==> config.mk <==
export PLATFORM = sky130hd
export DESIGN_NAME = recursive_matmul_address_trace
export DESIGN_NICKNAME = d
export VERILOG_FILES = /design/src/rtl/rmat_pkg.sv /design/src/rtl/rmat_ctrl.sv /design/src/rtl/rmat_dp.sv /design/src/rtl/recursive_matmul_address_trace.sv
export VERILOG_INCLUDE_DIRS = /design/src /design/src/rtl
export SDC_FILE = /design/constraint.sdc
export NUM_CORES = 1
export LEC_CHECK = 0
export BUFFER_PORTS_ARGS = -buffer_cell sky130_fd_sc_hd__buf_2
export CAP_MARGIN = 0
export CORE_MARGIN = 2
export CORE_UTILIZATION = 69
export CTS_CLUSTER_SIZE = 16
export DETAILED_ROUTE_END_ITERATION = 10
export PLACE_DENSITY_LB_ADDON = 0.2
export SLEW_MARGIN = 10
export SYNTH_ARGS = -nofsm -noshare
export SYNTH_HDL_FRONTEND = slang
export SYNTH_HIERARCHICAL = 1
export SYNTH_SLANG_ARGS = --single-unit
==> constraint.sdc <==
create_clock -name clk_i -period 15.9 [get_ports clk_i]
set_input_delay 3.18 -clock clk_i [delete_from_list [all_inputs] [get_ports clk_i]]
set_output_delay 3.18 -clock clk_i [all_outputs]
set_load 0.02 [all_outputs]
==> src/rtl/recursive_matmul_address_trace_macros.svh <==
// Assertion macros for the recursive matrix multiply address trace block.
// Included by the top level; no other dependencies.
`ifndef RECURSIVE_MATMUL_ADDRESS_TRACE_MACROS_SVH
`define RECURSIVE_MATMUL_ADDRESS_TRACE_MACROS_SVH

// same-cycle implication
`define RMAT_ASSERT_IMPLY(lbl, clk, rst_n, ante, cons, msg) \
  lbl: assert property (@(posedge clk) disable iff (!rst_n) (ante) |-> (cons)) \
    else $error(msg);

// next-cycle implication
`define RMAT_ASSERT_NEXT(lbl, clk, rst_n, ante, cons, msg) \
  lbl: assert property (@(posedge clk) disable iff (!rst_n) (ante) |=> (cons)) \
    else $error(msg);

`endif

==> src/rtl/rmat_pkg.sv <==
// Shared types, constants and elaboration helpers for the address trace block.
// No dependencies.
`default_nettype none

package rmat_pkg;

  localparam int unsigned SideW   = 11;
  localparam int unsigned AddrW   = 32;
  localparam int unsigned CfgIdxW = 8;
  localparam int unsigned SelW    = 2;

  localparam int unsigned DefMaxSide      = 1024;
  localparam int unsigned DefLeafLimit    = 8;
  localparam int unsigned DefElementBytes = 4;

  localparam logic [SideW-1:0] SideReset = SideW'(8);

  localparam logic [CfgIdxW-1:0] RegSide  = CfgIdxW'(0);
  localparam logic [CfgIdxW-1:0] RegABase = CfgIdxW'(1);
  localparam logic [CfgIdxW-1:0] RegBBase = CfgIdxW'(2);
  localparam logic [CfgIdxW-1:0] RegCBase = CfgIdxW'(3);

  typedef enum logic [SelW-1:0] {
    MAT_A = 2'd0,
    MAT_B = 2'd1,
    MAT_C = 2'd2
  } mat_sel_e;

  typedef struct packed {
    logic     rewind;
    logic     finish;
    logic     init_accum;
    logic     accum_step;
    logic     mul;
    logic     load_out;
    logic     advance;
    mat_sel_e sel;
  } rmat_cmd_t;

  typedef struct packed {
    logic finished;
    logic zero_side;
    logic levels_done;
    logic out_full;
  } rmat_stat_t;

  function automatic int unsigned split_levels(int unsigned side, int unsigned leaf_limit);
    int unsigned n;
    int unsigned d;
    n = side;
    d = 0;
    while (n > leaf_limit) begin
      n = n >> 1;
      d = d + 1;
    end
    return d;
  endfunction

endpackage

`default_nettype wire

==> src/rtl/rmat_ctrl.sv <==
// Sequencer for the address trace: accept, check, level walk, three accesses.
// Depends on rmat_pkg.
`default_nettype none

module rmat_ctrl (
  input  logic                   clk_i,
  input  logic                   rst_ni,
  input  logic                   in_valid_i,
  input  logic                   restart_i,
  output logic                   in_ready_o,
  input  rmat_pkg::rmat_stat_t   stat_i,
  output rmat_pkg::rmat_cmd_t    cmd_o
);
  import rmat_pkg::*;

  localparam logic [2:0] S_IDLE  = 3'd0;
  localparam logic [2:0] S_CHECK = 3'd1;
  localparam logic [2:0] S_ACCUM = 3'd2;
  localparam logic [2:0] S_MUL   = 3'd3;
  localparam logic [2:0] S_LOAD  = 3'd4;

  logic [2:0] state_q, state_d;
  mat_sel_e   sel_q, sel_d;

  always_comb begin
    state_d    = state_q;
    sel_d      = sel_q;
    cmd_o      = '0;
    cmd_o.sel  = sel_q;
    in_ready_o = 1'b0;
    case (state_q)
      S_IDLE: begin
        in_ready_o = 1'b1;
        if (in_valid_i) begin
          cmd_o.rewind = restart_i;
          state_d      = S_CHECK;
        end
      end
      S_CHECK: begin
        if (stat_i.finished) begin
          state_d = S_IDLE;
        end else if (stat_i.zero_side) begin
          cmd_o.finish = 1'b1;
          state_d      = S_IDLE;
        end else begin
          cmd_o.init_accum = 1'b1;
          state_d          = S_ACCUM;
        end
      end
      S_ACCUM: begin
        if (stat_i.levels_done) begin
          state_d = S_MUL;
        end else begin
          cmd_o.accum_step = 1'b1;
        end
      end
      S_MUL: begin
        cmd_o.mul = 1'b1;
        state_d   = S_LOAD;
      end
      S_LOAD: begin
        if (!stat_i.out_full) begin
          cmd_o.load_out = 1'b1;
          if (sel_q == MAT_C) begin
            cmd_o.advance = 1'b1;
            sel_d         = MAT_A;
            state_d       = S_IDLE;
          end else begin
            sel_d   = (sel_q == MAT_A) ? MAT_B : MAT_C;
            state_d = S_MUL;
          end
        end
      end
      default: begin
        state_d = S_IDLE;
        sel_d   = MAT_A;
      end
    endcase
  end

  always_ff @(posedge clk_i or negedge rst_ni) begin
    if (!rst_ni) begin
      state_q <= S_IDLE;
      sel_q   <= MAT_A;
    end else begin
      state_q <= state_d;
      sel_q   <= sel_d;
    end
  end

endmodule

`default_nettype wire

==> src/rtl/rmat_dp.sv <==
// Datapath: configuration registers, walk position, coordinate accumulation,
// address multiply and the output register. Depends on rmat_pkg.
`default_nettype none

module rmat_dp #(
  parameter int unsigned MAX_SIDE      = rmat_pkg::DefMaxSide,
  parameter int unsigned LEAF_LIMIT    = rmat_pkg::DefLeafLimit,
  parameter int unsigned ELEMENT_BYTES = rmat_pkg::DefElementBytes
) (
  input  logic                          clk_i,
  input  logic                          rst_ni,
  input  logic                          cfg_we_i,
  input  logic [rmat_pkg::CfgIdxW-1:0]  cfg_index_i,
  input  logic [rmat_pkg::AddrW-1:0]    cfg_data_i,
  input  rmat_pkg::rmat_cmd_t           cmd_i,
  output rmat_pkg::rmat_stat_t          stat_o,
  input  logic                          out_ready_i,
  output logic                          out_valid_o,
  output logic [rmat_pkg::AddrW-1:0]    byte_address_o,
  output logic [rmat_pkg::SelW-1:0]     matrix_select_o,
  output logic                          last_of_point_o,
  output logic                          end_of_trace_o,
  output logic                          unsupported_side_o
);
  import rmat_pkg::*;

  localparam int unsigned MaxLevels = split_levels(2**SideW - 1, LEAF_LIMIT);
  localparam int unsigned TileW     = 3 * MaxLevels;
  localparam int unsigned LvlW      = $clog2(MaxLevels + 1);
  localparam int unsigned ShW       = LvlW + 2;
  localparam int unsigned LeafW     = $clog2(LEAF_LIMIT + 1);
  localparam int unsigned PosW      = (LEAF_LIMIT > 1) ? $clog2(LEAF_LIMIT) : 1;
  localparam int unsigned PW        = LeafW + 1;
  localparam int unsigned ProdW     = 2 * SideW;

  logic [SideW-1:0] side_q;
  logic [AddrW-1:0] a_base_q, b_base_q, c_base_q;

  logic [TileW-1:0] tile_q;
  logic [PosW-1:0]  row_q, col_q, inner_q;
  logic             finished_q;

  logic [SideW-1:0] ri_q, cj_q, rk_q, half_q;
  logic [TileW-1:0] digits_q;
  logic [LvlW-1:0]  lvl_q;
  logic [ProdW-1:0] prod_q;

  logic             out_valid_q;
  logic [AddrW-1:0] addr_q;
  mat_sel_e         out_sel_q;
  logic             last_q, end_q, flag_q;

  logic [LvlW-1:0]  levels;
  logic             bad;
  logic [LeafW-1:0] leaf;
  logic [ShW-1:0]   tile_sh, dig_sh;
  logic [TileW-1:0] last_tile;
  logic             is_last;
  logic             row_end, col_end, inner_end;
  logic [2:0]       digit;
  logic [SideW-1:0] mul_row, mul_col;
  logic [AddrW-1:0] base_sel;

  always_comb begin
    levels = '0;
    bad    = 1'b0;
    for (int s = 0; s < MaxLevels; s++) begin
      if ((side_q >> s) > SideW'(LEAF_LIMIT)) begin
        levels = levels + LvlW'(1);
        if (side_q[s]) begin
          bad = 1'b1;
        end
      end
    end
    if (32'(side_q) > 32'(MAX_SIDE)) begin
      bad = 1'b1;
    end
  end

  assign leaf      = LeafW'(side_q >> levels);
  assign tile_sh   = ShW'(levels) * ShW'(3);
  assign dig_sh    = ShW'(LvlW'(MaxLevels) - levels) * ShW'(3);
  assign last_tile = ~({TileW{1'b1}} << tile_sh);

  assign row_end   = (PW'(row_q) + PW'(1)) == PW'(leaf);
  assign col_end   = (PW'(col_q) + PW'(1)) == PW'(leaf);
  assign inner_end = (PW'(inner_q) + PW'(1)) == PW'(leaf);
  assign is_last   = (tile_q == last_tile) && row_end && col_end && inner_end;

  assign digit = digits_q[TileW-1 -: 3];

  always_comb begin
    case (cmd_i.sel)
      MAT_A: begin
        mul_row  = ri_q;
        mul_col  = rk_q;
        base_sel = a_base_q;
      end
      MAT_B: begin
        mul_row  = rk_q;
        mul_col  = cj_q;
        base_sel = b_base_q;
      end
      MAT_C: begin
        mul_row  = ri_q;
        mul_col  = cj_q;
        base_sel = c_base_q;
      end
      default: begin
        mul_row  = '0;
        mul_col  = '0;
        base_sel = '0;
      end
    endcase
  end

  // configuration and walk position
  always_ff @(posedge clk_i or negedge rst_ni) begin
    if (!rst_ni) begin
      side_q     <= SideReset;
      a_base_q   <= '0;
      b_base_q   <= '0;
      c_base_q   <= '0;
      tile_q     <= '0;
      row_q      <= '0;
      col_q      <= '0;
      inner_q    <= '0;
      finished_q <= 1'b0;
    end else begin
      if (cfg_we_i) begin
        case (cfg_index_i)
          RegSide:  side_q   <= cfg_data_i[SideW-1:0];
          RegABase: a_base_q <= cfg_data_i;
          RegBBase: b_base_q <= cfg_data_i;
          RegCBase: c_base_q <= cfg_data_i;
          default:  ;
        endcase
      end
      if (cfg_we_i || cmd_i.rewind) begin
        tile_q     <= '0;
        row_q      <= '0;
        col_q      <= '0;
        inner_q    <= '0;
        finished_q <= 1'b0;
      end else if (cmd_i.finish) begin
        finished_q <= 1'b1;
      end else if (cmd_i.advance) begin
        if (is_last) begin
          finished_q <= 1'b1;
        end else if (!inner_end) begin
          inner_q <= inner_q + PosW'(1);
        end else begin
          inner_q <= '0;
          if (!col_end) begin
            col_q <= col_q + PosW'(1);
          end else begin
            col_q <= '0;
            if (!row_end) begin
              row_q <= row_q + PosW'(1);
            end else begin
              row_q  <= '0;
              tile_q <= tile_q + TileW'(1);
            end
          end
        end
      end
    end
  end

  // coordinate accumulation, one level a cycle, and the address product
  always_ff @(posedge clk_i) begin
    if (cmd_i.init_accum) begin
      ri_q     <= SideW'(row_q);
      cj_q     <= SideW'(col_q);
      rk_q     <= SideW'(inner_q);
      half_q   <= side_q >> 1;
      digits_q <= tile_q << dig_sh;
      lvl_q    <= '0;
    end else if (cmd_i.accum_step) begin
      if (digit[2]) begin
        ri_q <= ri_q + half_q;
      end
      if (digit[1]) begin
        cj_q <= cj_q + half_q;
      end
      if (digit[0]) begin
        rk_q <= rk_q + half_q;
      end
      half_q   <= half_q >> 1;
      digits_q <= digits_q << 3;
      lvl_q    <= lvl_q + LvlW'(1);
    end
    if (cmd_i.mul) begin
      prod_q <= ProdW'(mul_row) * ProdW'(side_q) + ProdW'(mul_col);
    end
  end

  always_ff @(posedge clk_i or negedge rst_ni) begin
    if (!rst_ni) begin
      out_valid_q <= 1'b0;
    end else if (cmd_i.load_out) begin
      out_valid_q <= 1'b1;
    end else if (out_ready_i) begin
      out_valid_q <= 1'b0;
    end
  end

  always_ff @(posedge clk_i) begin
    if (cmd_i.load_out) begin
      addr_q    <= base_sel + AddrW'(prod_q) * AddrW'(ELEMENT_BYTES);
      out_sel_q <= cmd_i.sel;
      last_q    <= cmd_i.sel == MAT_C;
      end_q     <= (cmd_i.sel == MAT_C) && is_last;
      flag_q    <= bad;
    end
  end

  assign stat_o.finished    = finished_q;
  assign stat_o.zero_side   = side_q == '0;
  assign stat_o.levels_done = lvl_q == levels;
  assign stat_o.out_full    = out_valid_q && !out_ready_i;

  assign out_valid_o        = out_valid_q;
  assign byte_address_o     = addr_q;
  assign matrix_select_o    = out_sel_q;
  assign last_of_point_o    = last_q;
  assign end_of_trace_o     = end_q;
  assign unsupported_side_o = flag_q;

endmodule

`default_nettype wire

==> src/rtl/recursive_matmul_address_trace.sv <==
// Top level of the recursive matrix multiply address trace generator.
// Depends on rmat_pkg, rmat_ctrl, rmat_dp and the assertion macro header.
//
// Usage:
//   Input channel (in_valid_i/in_ready_o, restart_i): each transaction asks
//   for the next (i,j,k) point, or with restart_i high for the first point.
//   Output channel (out_valid_o/out_ready_i): a point yields three
//   transactions, A then B then C; the C one carries last_of_point_o and,
//   on the final point, end_of_trace_o. After the end, or with side zero,
//   a request yields nothing.
//   Configuration: cfg_we_i writes cfg_data_i to register cfg_index_i;
//   any write returns the walk to the first point.
//   Timing: the time from acceptance until ready returns, and so per point,
//   grows with d, d being the number of halvings of the side down to the leaf
//   (at most 8); it is set by the level-per-cycle coordinate walk and the single
//   multiply-and-add unit shared by the three accesses.
//   Stall: a waiting result holds in the output register and the sequencer
//   waits; nothing is dropped.
//   Reset: side 8, bases zero, walk at the first point, no result pending.
`default_nettype none
`include "recursive_matmul_address_trace_macros.svh"

module recursive_matmul_address_trace #(
  parameter int unsigned MAX_SIDE      = rmat_pkg::DefMaxSide,
  parameter int unsigned LEAF_LIMIT    = rmat_pkg::DefLeafLimit,
  parameter int unsigned ELEMENT_BYTES = rmat_pkg::DefElementBytes
) (
  input  logic                          clk_i,
  input  logic                          rst_ni,
  input  logic                          cfg_we_i,
  input  logic [rmat_pkg::CfgIdxW-1:0]  cfg_index_i,
  input  logic [rmat_pkg::AddrW-1:0]    cfg_data_i,
  input  logic                          in_valid_i,
  output logic                          in_ready_o,
  input  logic                          restart_i,
  output logic                          out_valid_o,
  input  logic                          out_ready_i,
  output logic [rmat_pkg::AddrW-1:0]    byte_address_o,
  output logic [rmat_pkg::SelW-1:0]     matrix_select_o,
  output logic                          last_of_point_o,
  output logic                          end_of_trace_o,
  output logic                          unsupported_side_o
);
  import rmat_pkg::*;

  rmat_cmd_t  cmd;
  rmat_stat_t stat;

  rmat_ctrl u_ctrl (
    .clk_i      (clk_i),
    .rst_ni     (rst_ni),
    .in_valid_i (in_valid_i),
    .restart_i  (restart_i),
    .in_ready_o (in_ready_o),
    .stat_i     (stat),
    .cmd_o      (cmd)
  );

  rmat_dp #(
    .MAX_SIDE      (MAX_SIDE),
    .LEAF_LIMIT    (LEAF_LIMIT),
    .ELEMENT_BYTES (ELEMENT_BYTES)
  ) u_dp (
    .clk_i              (clk_i),
    .rst_ni             (rst_ni),
    .cfg_we_i           (cfg_we_i),
    .cfg_index_i        (cfg_index_i),
    .cfg_data_i         (cfg_data_i),
    .cmd_i              (cmd),
    .stat_o             (stat),
    .out_ready_i        (out_ready_i),
    .out_valid_o        (out_valid_o),
    .byte_address_o     (byte_address_o),
    .matrix_select_o    (matrix_select_o),
    .last_of_point_o    (last_of_point_o),
    .end_of_trace_o     (end_of_trace_o),
    .unsupported_side_o (unsupported_side_o)
  );

  `RMAT_ASSERT_IMPLY(a_last_on_c, clk_i, rst_ni, out_valid_o,
                    last_of_point_o == (matrix_select_o == MAT_C),
                    "last flag not on the C access")
  `RMAT_ASSERT_IMPLY(a_end_is_last, clk_i, rst_ni, out_valid_o && end_of_trace_o,
                    last_of_point_o, "end of trace off a point end")
  `RMAT_ASSERT_NEXT(a_one_at_a_time, clk_i, rst_ni, in_valid_i && in_ready_o,
                   !in_ready_o, "ready held after a transaction")

endmodule

`default_nettype wire

==> out/metrics.cfg <==
[worst_hold_path]
whs_endpoint = u_dp/ri_q[10]
holdCritPathClass = reg -> reg
hold_path_depth = 2
hold_start = u_dp/ri_q[10]

[synthesis]
syn_nets = 2484
synth_warnings = 6
netlist_instances = 2203
ys_types = 98
synthFlopType = dfrtp_1
synthArstFlopShare = 0.531
synth.avg_cell_area_um2 = 9.75
yosys.area.top_type = dfrtp_1
synth-edff-count = 102
syn_area_um2 = 21500
synth_top_area_share = 0.170
synth_seq_cells = 277
yosysSeqAreaShare = 0.340
yosys-top-cells-area = dfrtp_1 17%, edfxtp_1 14%, fa_1 9.0%, ha_1 8.0%, mux2_2 6.8%

[layout]
layout-drive-gt1-share = 0.164
final_util = 0.755
fin_cells = 2638
multi_input_area_um2 = 13000
areaGrowthSynthToFinish_pct = 7.56
final_nets = 2497
ff_latch_area_um2 = 7300
fillCellCount = 2092
layout_commonest_cell = nand2_1
final_cell_mix = 201 x nand2_1, 193 x nor2_1, 189 x inv_1

[clocking]
cts-root-buf = clkbuf_16
cts.sinks = 277
cts-resized-gates = 0
post_cts_buffers = 0
clockBufferDepth = 3
htreeDepth = 1
clk_latency_ps = 560
ctsHoldBuffers = 0
clkTransAtPathRegs_ps = 60
cts_tree = built
cts_buffers = 29

[timing]
relSlewSlack = 0.190
rsz0062_at_grt = no
setup_viol = 0
fin_ws_ps = 5430
tightest_slew_ps = 1210
tns_ps = 0
finalCriticalPeriod_ps = 10470
max_clock_freq_ghz = 0.0955
post-route-period-util = 0.658
hold_violations = 0
finalMaxSlewViolations = 0
clock_skew_ps = 11.2

[routing]
viasPerCell = 6.57
drt-pass1-iter-count = 6
antenna_left = 0
drtIter0Drc = 1572
num_vias = 17300
wl_um = 57300
highest_layer = met4
route.met3.wl_um = 3790
wire_per_inst_um = 21.7
wl_met2_um = 28100
wl_met1_um = 22600
route.detailed.drc = 0

[die]
io_pins = 85
initial_core_util = 0.702
die-area_um2 = 32500
die_w_um = 180
core_area_um2 = 30600
die_y_um = 180
rows = 64

[setup_path]
path_max_fanout = 28
critical_path.most_common_cell = ha_1
r2r_start = u_dp/side_q[9]
start_kind = flop
reg2regPathDepth = 32
worst_path_largest_cell_delay_ps = 790
endpoint_kind = flop
crit_arrival_ps = 10920
crit_required_ps = 16350
critPathKind = reg -> reg
reg2reg_slack_ps = 5430
rr_endpoint = u_dp/tile_q[16]
crit_slowest_cell = xor2_1

[pwr]
power_switching_share = 0.458
p_comb_frac = 0.580
clock_power_share = 0.165
irDropWorstVdd_v = 0.000158
power_mw = 4.24
p_leak_nw = 10.7
p_sw_mw = 1.94
power.internal_mw = 2.30
powerDensity_nw_per_um2 = 183
seqPwrFrac = 0.255

[grt]
grt_use_total = 0.353
overflow = 0
grt_pass1_vias = 17500
grt_max_degree = 85
grt_pass1_wl_um = 92400
antenna_found_initial = 5

[placement]
dpl.cell_count = 2581
routabilityCongestion = 0.967
hpwlAfterDp_um = 41000
dp_slack_ps = 5570
port_buffers = 84

[flow_run]
maxCapViolCount = 0

[outcome]
outcome = complete, no violations

registers in the layout (all words and copies together) (netlist names), 3 cells and up:
| name | cells |
|---|---|
| u_dp/prod_q | 22 |
| u_dp/digits_q | 24 |
| u_dp/inner_q | 3 |
| u_dp/half_q | 10 |
| u_ctrl/state_q | 3 |
| u_dp/byte_address_o | 32 |
| u_dp/a_base_q | 32 |
| u_dp/col_q | 3 |
| u_dp/ri_q | 11 |
| u_dp/c_base_q | 32 |
| u_dp/b_base_q | 32 |
| u_dp/lvl_q | 4 |
| u_dp/rk_q | 11 |
| u_dp/tile_q | 24 |
| u_dp/cj_q | 11 |
| u_dp/row_q | 3 |
| u_dp/side_q | 11 |
through the flow:
stage	area, um2	hold WS, ps
3_3_place_gp	22100	468
2_1_floorplan	21500	459
3_5_place_dp	22100	478
6_report	23100	489
5_1_grt	23100	514
4_1_cts	23100	488
critical path, delay by kind of cell, from the launching register on:
| family | cells | cell delay, ps |
|---|---|---|
| simple gates | 10 | 2740 |
| fa+ha+maj | 6 | 1980 |
| flops | 1 | 690 |
| buf+inv | 1 | 250 |
| xor+xnor | 4 | 1660 |
| compound gates | 11 | 3020 |
synth_stat cells, types with 12 or more instances:
cell and instances:
clkbuf_1 101, mux4_2 21, dfxtp_1 28, and3_1 13, xor2_1 34, a222oi_1 31
o22ai_1 25, a22oi_1 26, ha_1 138, mux2_2 130, fa_1 97, xnor2_1 67
and2_1 26, o31ai_1 12, nand2b_1 16, nor2_1 194, or3_1 21, nor2b_1 17
dfrtp_1 146, nor3_1 60, a31o_2 12, nand3_1 30, or2_2 19, edfxtp_1 102
mux2i_1 27, o21ai_0 79, a31oi_1 14, o21bai_1 18, buf_1 15, inv_1 189
a21oi_1 100, nand2_1 201, a21o_1 23
how the worst max path moves through the flow:
stage | from | end | slack, ps | cells after the start
3_3_place_gp | u_dp/side_q[9] | u_dp/tile_q[12] | 5860 | 34
5_1_grt | u_dp/side_q[9] | u_dp/tile_q[18] | 4610 | 35
4_1_cts | u_dp/side_q[9] | u_dp/tile_q[16] | 5470 | 32
3_5_place_dp | u_dp/side_q[9] | u_dp/tile_q[13] | 5570 | 36
6_report | u_dp/side_q[9] | u_dp/tile_q[16] | 5430 | 32
2_1_floorplan | u_dp/side_q[6] | u_dp/col_q[0] | 7040 | 41
power by group through the flow:
| stage | registers, mW | logic [mW] | clock network [mW] |
|---|---|---|---|
| floorplan | 1.06 | 1.86 | 0 |
| global placement | 1.08 | 2.33 | 0 |
| detailed placement | 1.09 | 2.40 | 0 |
| CTS | 1.08 | 2.42 | 0.705 |
| global route | 1.09 | 2.70 | 0.736 |
| finish | 1.08 | 2.45 | 0.700 |
area by class of cell:
type,count,share of cell area
multi-input cells,1606,0.561
flip-flops and latches,277,0.316
clock buffers,40,0.0367
inverters,193,0.0314
repair buffers,109,0.0266
well taps,396,0.0215
clock inverters,14,0.00607
diodes,3,0.000325
per-layer routing:
metal  vias to the layer above  GRT usage
met4                         0      0.148
met5                         -          0
li1                       7838          -
met1                      8545      0.459
met3                       172     0.0430
met2                       780      0.601
kinds of logic (layout without fill, tap and decap cells):
| kind of cell | after synthesis | in the layout | synth area share |
|---|---|---|---|
| mux | 178 | 178 | 0.103 |
| xor+xnor | 103 | 103 | 0.0434 |
| fa+ha+maj | 236 | 236 | 0.171 |
| compound gates | 431 | 431 | 0.139 |
| simple gates | 658 | 658 | 0.146 |
| buf+inv | 320 | 356 | 0.0572 |
| other cells | 0 | 3 | 0 |
| flops | 277 | 277 | 0.340 |
No activity file was read; power rests on OpenSTA's default activity.
